==> config.mk <==
export PLATFORM = sky130hd
export DESIGN_NAME = fixed_block_free_list_allocator
export DESIGN_NICKNAME = d
export VERILOG_FILES = /design/src/fbfl_pkg.sv /design/src/fbfl_result_reg.sv /design/src/fixed_block_free_list_allocator.sv
export VERILOG_INCLUDE_DIRS = /design/src /design/src/src
export SDC_FILE = /design/constraint.sdc
export NUM_CORES = 2
export LEC_CHECK = 0
export ABC_AREA = 1
export BUFFER_PORTS_ARGS = -buffer_cell sky130_fd_sc_hd__buf_2
export CORE_MARGIN = 2
export CORE_UTILIZATION = 45
export DETAILED_ROUTE_END_ITERATION = 10
export PLACE_DENSITY = 0.67
export SLEW_MARGIN = 20
export SYNTH_ARGS = -nofsm -noshare
export SYNTH_HDL_FRONTEND = slang
export SYNTH_HIERARCHICAL = 1
export SYNTH_SLANG_ARGS = --single-unit
==> constraint.sdc <==
create_clock -name clk -period 15.75 [get_ports clk]
set_input_delay 0 -clock clk [delete_from_list [all_inputs] [get_ports clk]]
set_output_delay 0 -clock clk [all_outputs]
set_load 0.01 [all_outputs]
==> src/fixed_block_free_list_allocator_macros.svh <==
// ---------------------------------------------------------------------------
// fixed block free list allocator: assertion macros
// clocked assertion helpers, empty when synthesising
// ---------------------------------------------------------------------------
`ifndef FIXED_BLOCK_FREE_LIST_ALLOCATOR_MACROS_SVH
`define FIXED_BLOCK_FREE_LIST_ALLOCATOR_MACROS_SVH
`ifndef SYNTHESIS
`define FBFL_ASSERT_CLK(lbl, clk, rst, prop, msg) \
  lbl: assert property (@(posedge clk) disable iff (rst) prop) else $error(msg);
`define FBFL_ASSERT_IMPL(lbl, clk, rst, ante, cons, msg) \
  lbl: assert property (@(posedge clk) disable iff (rst) (ante) |-> (cons)) else $error(msg);
`else
`define FBFL_ASSERT_CLK(lbl, clk, rst, prop, msg)
`define FBFL_ASSERT_IMPL(lbl, clk, rst, ante, cons, msg)
`endif
`endif

==> src/fbfl_pkg.sv <==
// ---------------------------------------------------------------------------
// fbfl_pkg
// shared types and codes of the fixed block free list allocator
// ---------------------------------------------------------------------------
`default_nettype none

package fbfl_pkg;

  localparam int CFG_IDX_W  = 1;
  localparam int CFG_DATA_W = 13;
  localparam int SIZE_W     = 13;
  localparam int OFFSET_W   = 20;
  localparam int BYTES_W    = 21;

  localparam logic [CFG_IDX_W-1:0] REG_BLOCKS_IN_USE   = 1'b0;
  localparam logic [CFG_IDX_W-1:0] REG_BYTES_PER_BLOCK = 1'b1;

  localparam logic [8:0]        RESET_BLOCKS    = 9'd256;
  localparam logic [SIZE_W-1:0] RESET_BYTES     = 13'd64;
  localparam logic [SIZE_W-1:0] MIN_BLOCK_BYTES = 13'd8;
  localparam logic [SIZE_W-1:0] MAX_BLOCK_BYTES = 13'd4096;

  localparam logic [1:0] FN_ALLOC      = 2'd0;
  localparam logic [1:0] FN_RELEASE    = 2'd1;
  localparam logic [1:0] FN_POOL_RESET = 2'd2;

  typedef enum logic [2:0] {
    ST_OK         = 3'd0,
    ST_EMPTY      = 3'd1,
    ST_NULL       = 3'd2,
    ST_BAD_INDEX  = 3'd3,
    ST_NONE_ALLOC = 3'd4
  } status_t;

  typedef enum logic [1:0] {
    S_IDLE,
    S_ALLOC,
    S_SWEEP
  } state_t;

  typedef struct packed {
    logic [1:0] func;
    logic       has_block;
    logic [7:0] block_index;
  } in_item_t;

  typedef struct packed {
    logic [2:0]          status;
    logic [7:0]          granted_index;
    logic [OFFSET_W-1:0] granted_offset;
    logic [8:0]          used_blocks;
    logic [8:0]          free_blocks;
    logic [BYTES_W-1:0]  used_bytes;
    logic [BYTES_W-1:0]  capacity_bytes;
  } out_item_t;

  // what the control side hands to the result stage
  typedef struct packed {
    logic                load;
    status_t             status;
    logic [OFFSET_W-1:0] g_idx;
    logic [BYTES_W-1:0]  count;
    logic [BYTES_W-1:0]  alloc;
  } fbfl_req_t;

endpackage

`default_nettype wire

==> src/fbfl_result_reg.sv <==
// ---------------------------------------------------------------------------
// fbfl_result_reg
// scales counts by the block size and registers the result item
// ---------------------------------------------------------------------------
`default_nettype none

module fbfl_result_reg
  import fbfl_pkg::*;
(
  input  wire logic              clk,
  input  wire logic              rst,
  input  wire fbfl_req_t         req,
  input  wire logic [SIZE_W-1:0] size,
  output logic                   done,
  output out_item_t              result
);

  logic [OFFSET_W+SIZE_W-1:0] off_prod;
  logic [BYTES_W+SIZE_W-1:0]  used_prod;
  logic [BYTES_W+SIZE_W-1:0]  cap_prod;

  assign off_prod  = (OFFSET_W+SIZE_W)'(req.g_idx) * (OFFSET_W+SIZE_W)'(size);
  assign used_prod = (BYTES_W+SIZE_W)'(req.alloc) * (BYTES_W+SIZE_W)'(size);
  assign cap_prod  = (BYTES_W+SIZE_W)'(req.count) * (BYTES_W+SIZE_W)'(size);

  always_ff @(posedge clk) begin
    if (rst) begin
      done <= 1'b0;
    end else begin
      done <= req.load;
    end
  end

  always_ff @(posedge clk) begin
    if (req.load) begin
      result.status         <= req.status;
      result.granted_index  <= req.g_idx[7:0];
      result.granted_offset <= off_prod[OFFSET_W-1:0];
      result.used_blocks    <= req.alloc[8:0];
      result.free_blocks    <= 9'(req.count - req.alloc);
      result.used_bytes     <= used_prod[BYTES_W-1:0];
      result.capacity_bytes <= cap_prod[BYTES_W-1:0];
    end
  end

endmodule

`default_nettype wire

==> src/fixed_block_free_list_allocator.sv <==
// ---------------------------------------------------------------------------
// fixed_block_free_list_allocator
// pool of equal blocks kept as a last-in first-out free list in a link ram
// ---------------------------------------------------------------------------
// usage
//   request: an item is taken at a clock edge where start is high and busy
//   is low. func selects allocate, release or pool reset.
//   result: one item per request, on result for one cycle with done high,
//   the cycle after the request is taken. there is no back-pressure.
//   cfg: cfg_we writes blocks_in_use (index 0) or bytes_per_block (index 1)
//   at once; either write rebuilds the pool.
// timing
//   a granted allocate grants the head block at once, then waits in S_ALLOC
//   for the link ram read of its successor, which becomes the new head.
//   release, a refused allocate and the unused code stay in S_IDLE.
//   pool reset, a cfg write and rst each start a rebuild sweep that writes
//   one link per cycle, so busy stays high until all n links are written
//   (n = effective block count, 256 after rst with the default parameter).
// reset
//   rst restores the default registers, frees every block in the pool and
//   rebuilds the chain 0..n-1 in the link ram.
// ---------------------------------------------------------------------------
`default_nettype none

`include "fixed_block_free_list_allocator_macros.svh"

module fixed_block_free_list_allocator
  import fbfl_pkg::*;
#(
  parameter int MAX_BLOCKS = 256
)
(
  input  wire logic                  clk,
  input  wire logic                  rst,
  input  wire logic                  start,
  output logic                       busy,
  input  wire in_item_t              request,
  output logic                       done,
  output out_item_t                  result,
  input  wire logic                  cfg_we,
  input  wire logic [CFG_IDX_W-1:0]  cfg_index,
  input  wire logic [CFG_DATA_W-1:0] cfg_data
);

  // link and count width, null link is MAX_BLOCKS
  localparam int LW = $clog2(MAX_BLOCKS + 1);
  localparam int AW = $clog2(MAX_BLOCKS);
  // compare width covering the 9 bit register and the links
  localparam int KW = (LW > 9) ? LW : 9;
  localparam logic [LW-1:0] NULL_LINK = LW'(MAX_BLOCKS);

  // configuration registers
  logic [8:0]        blocks_in_use;
  logic [SIZE_W-1:0] bytes_per_block;

  // control state
  state_t        state, state_next;
  logic [LW-1:0] head, head_next;
  logic [LW-1:0] alloc, alloc_next;
  logic [LW-1:0] ptr, ptr_next;
  logic [LW-1:0] ptr_inc;
  logic [LW-1:0] sweep_link;

  // effective block count and size
  logic [LW-1:0]     count;
  logic [KW-1:0]     bu_k;
  logic [SIZE_W-1:0] size;
  logic [KW-1:0]     idx_k;

  // link ram
  logic [LW-1:0] link_mem [MAX_BLOCKS];
  logic          mem_we;
  logic [AW-1:0] mem_waddr;
  logic [LW-1:0] mem_wdata;
  logic [LW-1:0] rd_data;

  fbfl_req_t req;

  always_ff @(posedge clk) begin
    if (rst) begin
      blocks_in_use   <= RESET_BLOCKS;
      bytes_per_block <= RESET_BYTES;
    end else if (cfg_we) begin
      case (cfg_index)
        REG_BLOCKS_IN_USE:   blocks_in_use   <= cfg_data[8:0];
        REG_BYTES_PER_BLOCK: bytes_per_block <= cfg_data;
        default: ;
      endcase
    end
  end

  // block count clamped to 1..MAX_BLOCKS, size clamped to 8..4096
  assign bu_k = KW'(blocks_in_use);

  always_comb begin
    if (blocks_in_use == 9'd0) begin
      count = LW'(1);
    end else if (bu_k > KW'(MAX_BLOCKS)) begin
      count = LW'(MAX_BLOCKS);
    end else begin
      count = LW'(bu_k);
    end
    if (bytes_per_block < MIN_BLOCK_BYTES) begin
      size = MIN_BLOCK_BYTES;
    end else if (bytes_per_block > MAX_BLOCK_BYTES) begin
      size = MAX_BLOCK_BYTES;
    end else begin
      size = bytes_per_block;
    end
  end

  assign idx_k      = KW'(request.block_index);
  assign ptr_inc    = LW'(ptr + 1'b1);
  // sweep rebuilds the chain: entry i links to i+1, the last one to null
  assign sweep_link = (ptr_inc < count) ? ptr_inc : NULL_LINK;

  always_ff @(posedge clk) begin
    if (rst) begin
      state <= S_SWEEP;
      head  <= '0;
      alloc <= '0;
      ptr   <= '0;
    end else begin
      state <= state_next;
      head  <= head_next;
      alloc <= alloc_next;
      ptr   <= ptr_next;
    end
  end

  always_comb begin
    state_next = state;
    head_next  = head;
    alloc_next = alloc;
    ptr_next   = ptr;
    mem_we     = 1'b0;
    mem_waddr  = ptr[AW-1:0];
    mem_wdata  = sweep_link;
    req.load   = 1'b0;
    req.status = ST_OK;
    req.g_idx  = '0;
    req.count  = BYTES_W'(count);
    req.alloc  = BYTES_W'(alloc);
    busy       = (state != S_IDLE);

    case (state)
      S_IDLE: begin
        if (start) begin
          req.load = 1'b1;
          case (request.func)
            FN_ALLOC: begin
              if (head >= count || alloc >= count) begin
                req.status = ST_EMPTY;
              end else begin
                // grant the head now, its successor comes from the ram read
                req.g_idx  = OFFSET_W'(head);
                alloc_next = LW'(alloc + 1'b1);
                state_next = S_ALLOC;
              end
            end
            FN_RELEASE: begin
              if (!request.has_block) begin
                req.status = ST_NULL;
              end else if (idx_k >= KW'(count)) begin
                req.status = ST_BAD_INDEX;
              end else if (alloc == '0) begin
                req.status = ST_NONE_ALLOC;
              end else begin
                // push onto the head of the free list
                mem_we     = 1'b1;
                mem_waddr  = idx_k[AW-1:0];
                mem_wdata  = head;
                head_next  = idx_k[LW-1:0];
                alloc_next = LW'(alloc - 1'b1);
              end
            end
            FN_POOL_RESET: begin
              head_next  = '0;
              alloc_next = '0;
              ptr_next   = '0;
              state_next = S_SWEEP;
            end
            default: ;
          endcase
          req.alloc = BYTES_W'(alloc_next);
        end
      end
      S_ALLOC: begin
        head_next  = rd_data;
        state_next = S_IDLE;
      end
      S_SWEEP: begin
        mem_we   = 1'b1;
        ptr_next = ptr_inc;
        if (ptr_inc == count) begin
          state_next = S_IDLE;
        end
      end
      default: state_next = S_IDLE;
    endcase

    // a register write rebuilds the pool, restarting any sweep
    if (cfg_we) begin
      head_next  = '0;
      alloc_next = '0;
      ptr_next   = '0;
      state_next = S_SWEEP;
    end
  end

  // link ram, read of the head every cycle
  always_ff @(posedge clk) begin
    if (mem_we) begin
      link_mem[mem_waddr] <= mem_wdata;
    end
    rd_data <= link_mem[head[AW-1:0]];
  end

  fbfl_result_reg u_result (
    .clk    (clk),
    .rst    (rst),
    .req    (req),
    .size   (size),
    .done   (done),
    .result (result)
  );

  // every taken request gives exactly one result on the next cycle
  `FBFL_ASSERT_CLK(a_done_after_take, clk, rst, (start && !busy) |=> done, "result missing")
  `FBFL_ASSERT_CLK(a_no_spare_done, clk, rst, !(start && !busy) |=> !done, "spurious result")
  // allocated count never passes the block count
  `FBFL_ASSERT_IMPL(a_alloc_bound, clk, rst, 1'b1, alloc <= count, "allocated count too high")
  // the free list head is a managed block or null
  `FBFL_ASSERT_IMPL(a_head_valid, clk, rst, 1'b1, head < count || head == NULL_LINK, "bad head")
  // the sweep stays inside the managed blocks
  `FBFL_ASSERT_IMPL(a_sweep_bound, clk, rst, state == S_SWEEP, ptr < count, "sweep overrun")

endmodule

`default_nettype wire
* Word level (Yosys, flattened, before mapping)
Memories as Yosys holds them, arrays and structs flattened. A register that Yosys moved wholly into a read port is not among the register bits.
Index checks and enable logic that the tools add are counted.
** Storage, ports and cells
- Output and inout bits :: 93
- Logic and storage cells :: 114
- Memories :: 1
- Register bits :: 143
- RAM bits :: 2304
- Input port bits :: 29
** Operators by class
- Add/subtract/negate cells :: 4
- Muxes and demuxes :: 55
- Reductions and logical operators :: 15
- Equal/unequal tests :: 14
- Order comparisons :: 7
- Bitwise gates (word level) :: 1
- $mul :: 3
** Memories
- link_mem :: depth 256, bits a word 9, read ports 1, clocked after Yosys merged registers in 1, write ports 1, RTL line fixed_block_free_list_allocator.sv:71 : logic [LW-1:0] link_mem [MAX_BLOCKS];
** Operators by type and width (number)
- 9-bit two-way mux :: 22
- 9-bit one-hot mux with 2 select lines :: 3
- 24-bit two-way mux :: 2
- 8-bit two-way mux :: 6
- 9-bit by 13-bit multiplier with 21-bit output :: 2
- 9-bit one-hot mux with 3 select lines :: 1
- 13-bit two-way mux :: 2
- 20-bit by 13-bit multiplier with 20-bit output :: 1
- 20-bit two-way mux :: 1
- 9-bit by 1-bit adder with 9-bit output, second input constant :: 2
- 9-bit >= comparator :: 2
- 9-bit logical NOT :: 2
- 13-bit greater-than comparator, second input constant :: 1
- 13-bit by 4-bit less-than comparator with 1-bit output, second input constant :: 1
- 3-bit inequality test, second input constant :: 4
- 9-bit == test :: 1
- 8-bit by 9-bit >= comparator with 1-bit output :: 1
- 9-bit greater-than comparator, second input constant :: 1
- 9-bit less-than comparator :: 1
- 3-bit two-way mux :: 3
- 9-bit by 1-bit subtractor with 9-bit output, second input constant :: 1
- 9-bit subtractor :: 1
- 1-bit two-way mux :: 8
- 2-bit one-hot mux with 2 select lines :: 2
- other kinds (17) :: 28

* Logic depth before layout (Yosys ltp)
- Word-level depth :: 11
- Mapped depth :: 46
- Gate-level depth less buffers :: 44

* Modules after synthesis
Netlist, hierarchy kept.
** By module, submodules not included
- fixed_block_free_list_allocator :: cells each 8497, seq. area each 70387.5 µm², area an instance 97693.7 µm², instances 1
- fbfl_result_reg :: cells each 2706, seq. area each 2752.6 µm², area an instance 20940.1 µm², instances 1

* Least setup slack after synthesis
Ideal clock, no wire load.
- Path type :: register -> register
- Start point :: reg state[1]
- End point :: mem link_mem[0][0] in the netlist's numbering, data pin
- Data required time :: 14.164 ns
- Path slack :: 4.692 ns
- Path buffers :: 2
- Setup time :: 1.586 ns
- Clock period less this slack :: 11.058 ns
- Cell stages (with the launch flop) :: 10
- Arrival time :: 9.472 ns
- Cells stage by stage :: dfxtp_1 > nor2_2 > inv_2 > nor2_4 > inv_2 > nor2_4 > nand4_4 > buf_4 > buf_1 > o22ai_1
** On the way
- Cells in the longest elaborated chain, start to end :: 2
** Ends and longest elaborated chain
- start: declaration :: RTL line fixed_block_free_list_allocator.sv:57 : state_t state, state_next;
- start signal: assignment :: RTL line fixed_block_free_list_allocator.sv:124 : state <= state_next;
- 2-bit logical NOT :: RTL line fixed_block_free_list_allocator.sv:146 : case (state)
- 9-bit two-way mux :: RTL line fixed_block_free_list_allocator.sv:146
- named net mem_wdata[0] :: RTL line fixed_block_free_list_allocator.sv:74 : logic [LW-1:0] mem_wdata;
- end: declaration :: RTL line fixed_block_free_list_allocator.sv:71
The timed path passes the listed nets, and every way through them passes these cells.

==> impl_metrics.json <==
{
  "synth_area_mm2": 0.119,
  "power_switching_w": 0.00309,
  "power.leakage_nw": 52.2,
  "postRouteAntennaNets": 0,
  "fin_nets": 11800,
  "drive_above_1_share": 0.0633,
  "grt_max_degree": 227,
  "synth_cell_types": 54,
  "cp-endpoint": "u_result/result[73]",
  "htreeDepth": 4,
  "power_frac_seq": 0.518,
  "power.share.combinational": 0.062,
  "min_period_over_period": 0.563,
  "max-clock-path-buffers": 3,
  "worstPathArrival_ns": 9.50,
  "peakVddDrop_mv": 0.106,
  "clock_latency_ns": 0.92,
  "clockPowerShare": 0.421,
  "port_buffers": 121,
  "synth_warnings": 6,
  "ios": 122,
  "rows": 188,
  "synth_xor_area_frac": 0.00560,
  "required_ns": 16.38,
  "syn-instance-count": 11200,
  "synth_top_family_by_area": "simple AND/OR/NAND/NOR gates",
  "avgViaCountPerCell": 5.53,
  "drt_iter0_drc": 10600,
  "area_delta_synth_final_pct": 10.7,
  "gp_congestion": 0.922,
  "ys_ff_latch": 2456,
  "clk_pin_slew_ns": 0.06,
  "status": "finished clean",
  "avgSynthCellArea_um2": 10.6,
  "critPathLaunch": "blocks_in_use[8]",
  "drc": 0,
  "core_area_mm2": 0.262,
  "synthArstFlopShare": 0,
  "grtUsageTotal": 0.239,
  "yosys-top-cells-area": "edfxtp_1 61%, nand2_1 10%, nand3_1 9.5%, fa_1 6.7%, inv_1 3.3%",
  "clock.fmax_mhz": 113,
  "die_h_um": 517,
  "wl_per_cell_um": 21.7,
  "worst_path_most_repeated_cell": "nand2_1",
  "root_buffer": "clkbuf_16",
  "synth_fa_ha_area_frac": 0.0852,
  "grt_pass1_vias": 80300,
  "fin_skew_ns": 0.0681,
  "relSlewSlack": 0.215,
  "final-hold-violation-count": 0,
  "start_util": 0.452,
  "rsz0062_at_grt": "false",
  "cts-resized-gates": 0,
  "hold_path_class": "in -> reg",
  "layout_commonest_cell": "nand2_1",
  "crit_type": "reg -> reg",
  "setup_viol_count_final": 0,
  "internal_power_w": 0.0108,
  "numCtsBuffers": 238,
  "fillers": 22800,
  "vias": 82500,
  "max_cap_violations": 0,
  "synthFlopType": "edfxtp_1",
  "die_w_um": 517,
  "cts_tree": "built",
  "first_pass_iters": 8,
  "layout_common_cells": "3175 x nand2_1, 2395 x edfxtp_1, 2258 x nand3_1",
  "synth.top_cell.area_share": 0.606,
  "ys_seq_area_frac": 0.617,
  "switching_share": 0.223,
  "yosys.area_share.simple": 0.219,
  "wl_um": 323000,
  "grt_remaining_overflow": 0,
  "critPathMaxFanout": 18,
  "r2r_start": "blocks_in_use[8]",
  "post-route-min-period_ns": 8.87,
  "power_density_mw_per_mm2": 105,
  "r2r_setup_slack_ns": 6.88,
  "dieArea_mm2": 0.268,
  "clock_sinks": 2456,
  "dp_hpwl_um": 189000,
  "end_kind": "flip-flop",
  "total_power_w": 0.0138,
  "yosysTopAreaCell": "edfxtp_1",
  "setup_tns_ns": 0,
  "worstSetupStartpointType": "flip-flop",
  "tightestPinTransition_ns": 1.18,
  "rr_endpoint": "u_result/result[73]",
  "synth-edff-count": 2395,
  "r2r_cells": 31,
  "muxShareOfSynthArea": 0,
  "antenna_found_initial": 10,
  "crit_slowest_cell": "dfxtp_1",
  "synth-compound-area-share": 0.0172,
  "slew_violations": 0,
  "grt_pass1_wl_um": 489000,
  "cpPeakStageDelay_ns": 0.81
}
## final cells by class
| cell class | count | area [um2] | share of cell area |
|---|---|---|---|
| Timing Repair Buffer | 309 | 2390 | 0.0182 |
| Clock inverter | 156 | 1730 | 0.0132 |
| Antenna cell | 5 | 12.5 | 0.0000952 |
| Clock buffer | 288 | 6210 | 0.0472 |
| Multi-Input combinational cell | 7130 | 39500 | 0.300 |
| Sequential cell | 2456 | 73200 | 0.557 |
| Tap cell | 3515 | 4400 | 0.0335 |
| Inverter | 1061 | 4020 | 0.0306 |
## critical path, delay by kind of cell, from the launching register on
family / cells / cell delay, ns
AO/OA/AOI/OAI: 7 / 1.67
XOR/XNOR: 1 / 0.09
adder cells (fa/ha/maj): 7 / 3.15
buffers and inverters: 7 / 0.92
flip-flops: 1 / 0.81
AND/OR/NAND/NOR: 9 / 2.00
## synth_stat cells, types with 4 or more instances
cell and count:
o21ai_0 159, a21o_1 7, nand3_4 5, nor2_4 10, nand4_1 21, nand3b_1 8, clkbuf_1 479, buf_6 9
o21a_1 5, inv_2 10, a31oi_1 7, edfxtp_1 2395, inv_1 1051, dfxtp_1 61, nor3_1 18, nand3_1 2258
xor2_1 52, a21oi_1 131, ha_1 171, nor4_1 4, buf_4 19, nor2_2 4, fa_1 398, nand2_2 20
nand3_2 14, nor2_1 434, nor2_8 4, buf_2 41, nand2_4 11, o22ai_1 37, o211ai_1 7, xnor2_1 22
buf_1 125, nand2_1 3175
## power groups by stage
stage / sequential [W] / clock [W] / combinational, W
after floorplan: 0.00733 / 0 / 0.000567
after global placement: 0.00731 / 0 / 0.000798
after detailed placement: 0.00731 / 0 / 0.000813
after CTS: 0.00717 / 0.00587 / 0.000831
after global routing: 0.00716 / 0.00612 / 0.000967
final: 0.00717 / 0.00582 / 0.000855
## repair_timing
action,4_1_cts,5_1_grt
endpoints found under the hold margin,84,0
buffers inserted,0,0
hold buffers,75,0
## registers in the layout, summed over array words and instances, names as in the netlist
signal and cells:
u_result/done 1, link_mem 2304, bytes_per_block 13, blocks_in_use 9, u_result/result 91, head 9, alloc 9, state 2
rd_data 9, ptr 9
## routing by layer
layer	up-vias	GRT usage	wire length [um]
met2	4028	0.380	149000
li1	37500	-	-
met4	12	0.0793	11000
met5	-	0	72
met1	40300	0.330	131000
met3	660	0.0468	31900
## how the worst min path moves through the flow
stage                 from               end  slack, ns  cells after the start
2_1_floorplan          rst     u_result/done       0.07                      1
3_3_place_gp           rst     u_result/done       0.19                      2
3_5_place_dp           rst     u_result/done       0.20                      2
4_1_cts        cfg_data[1]  blocks_in_use[1]       0.03                      4
5_1_grt        cfg_data[6]  blocks_in_use[6]       0.07                      4
6_report       cfg_data[6]  blocks_in_use[6]       0.09                      4
## through the flow
step                hold WS, ns  instance area, um2  setup slack (ns)  utilization  cells
floorplan                0.0724              119000              4.69            -  11300
global placement          0.192              123000              6.95        0.468  14400
detailed placement        0.202              123000              6.91        0.468  14400
CTS                      0.0310              131000              6.88        0.501  14900
global route             0.0704              131000              6.19        0.501  14900
finish                   0.0872              131000              6.88        0.501  14900
## kinds of logic (layout without fill, tap and decap cells)
| kind of cell | after synthesis | in the layout |
|---|---|---|
| xor gates and xnor gates | 75 | 75 |
| other | 1 | 123 |
| DFF | 2456 | 2456 |
| AOI/OAI and AO/OA | 371 | 371 |
| and+or+nand+nor | 5997 | 5997 |
| buffers and inverters | 1734 | 1814 |
| adders and majority gates | 569 | 569 |
Note: power is estimated with default switching activity, not from simulation.
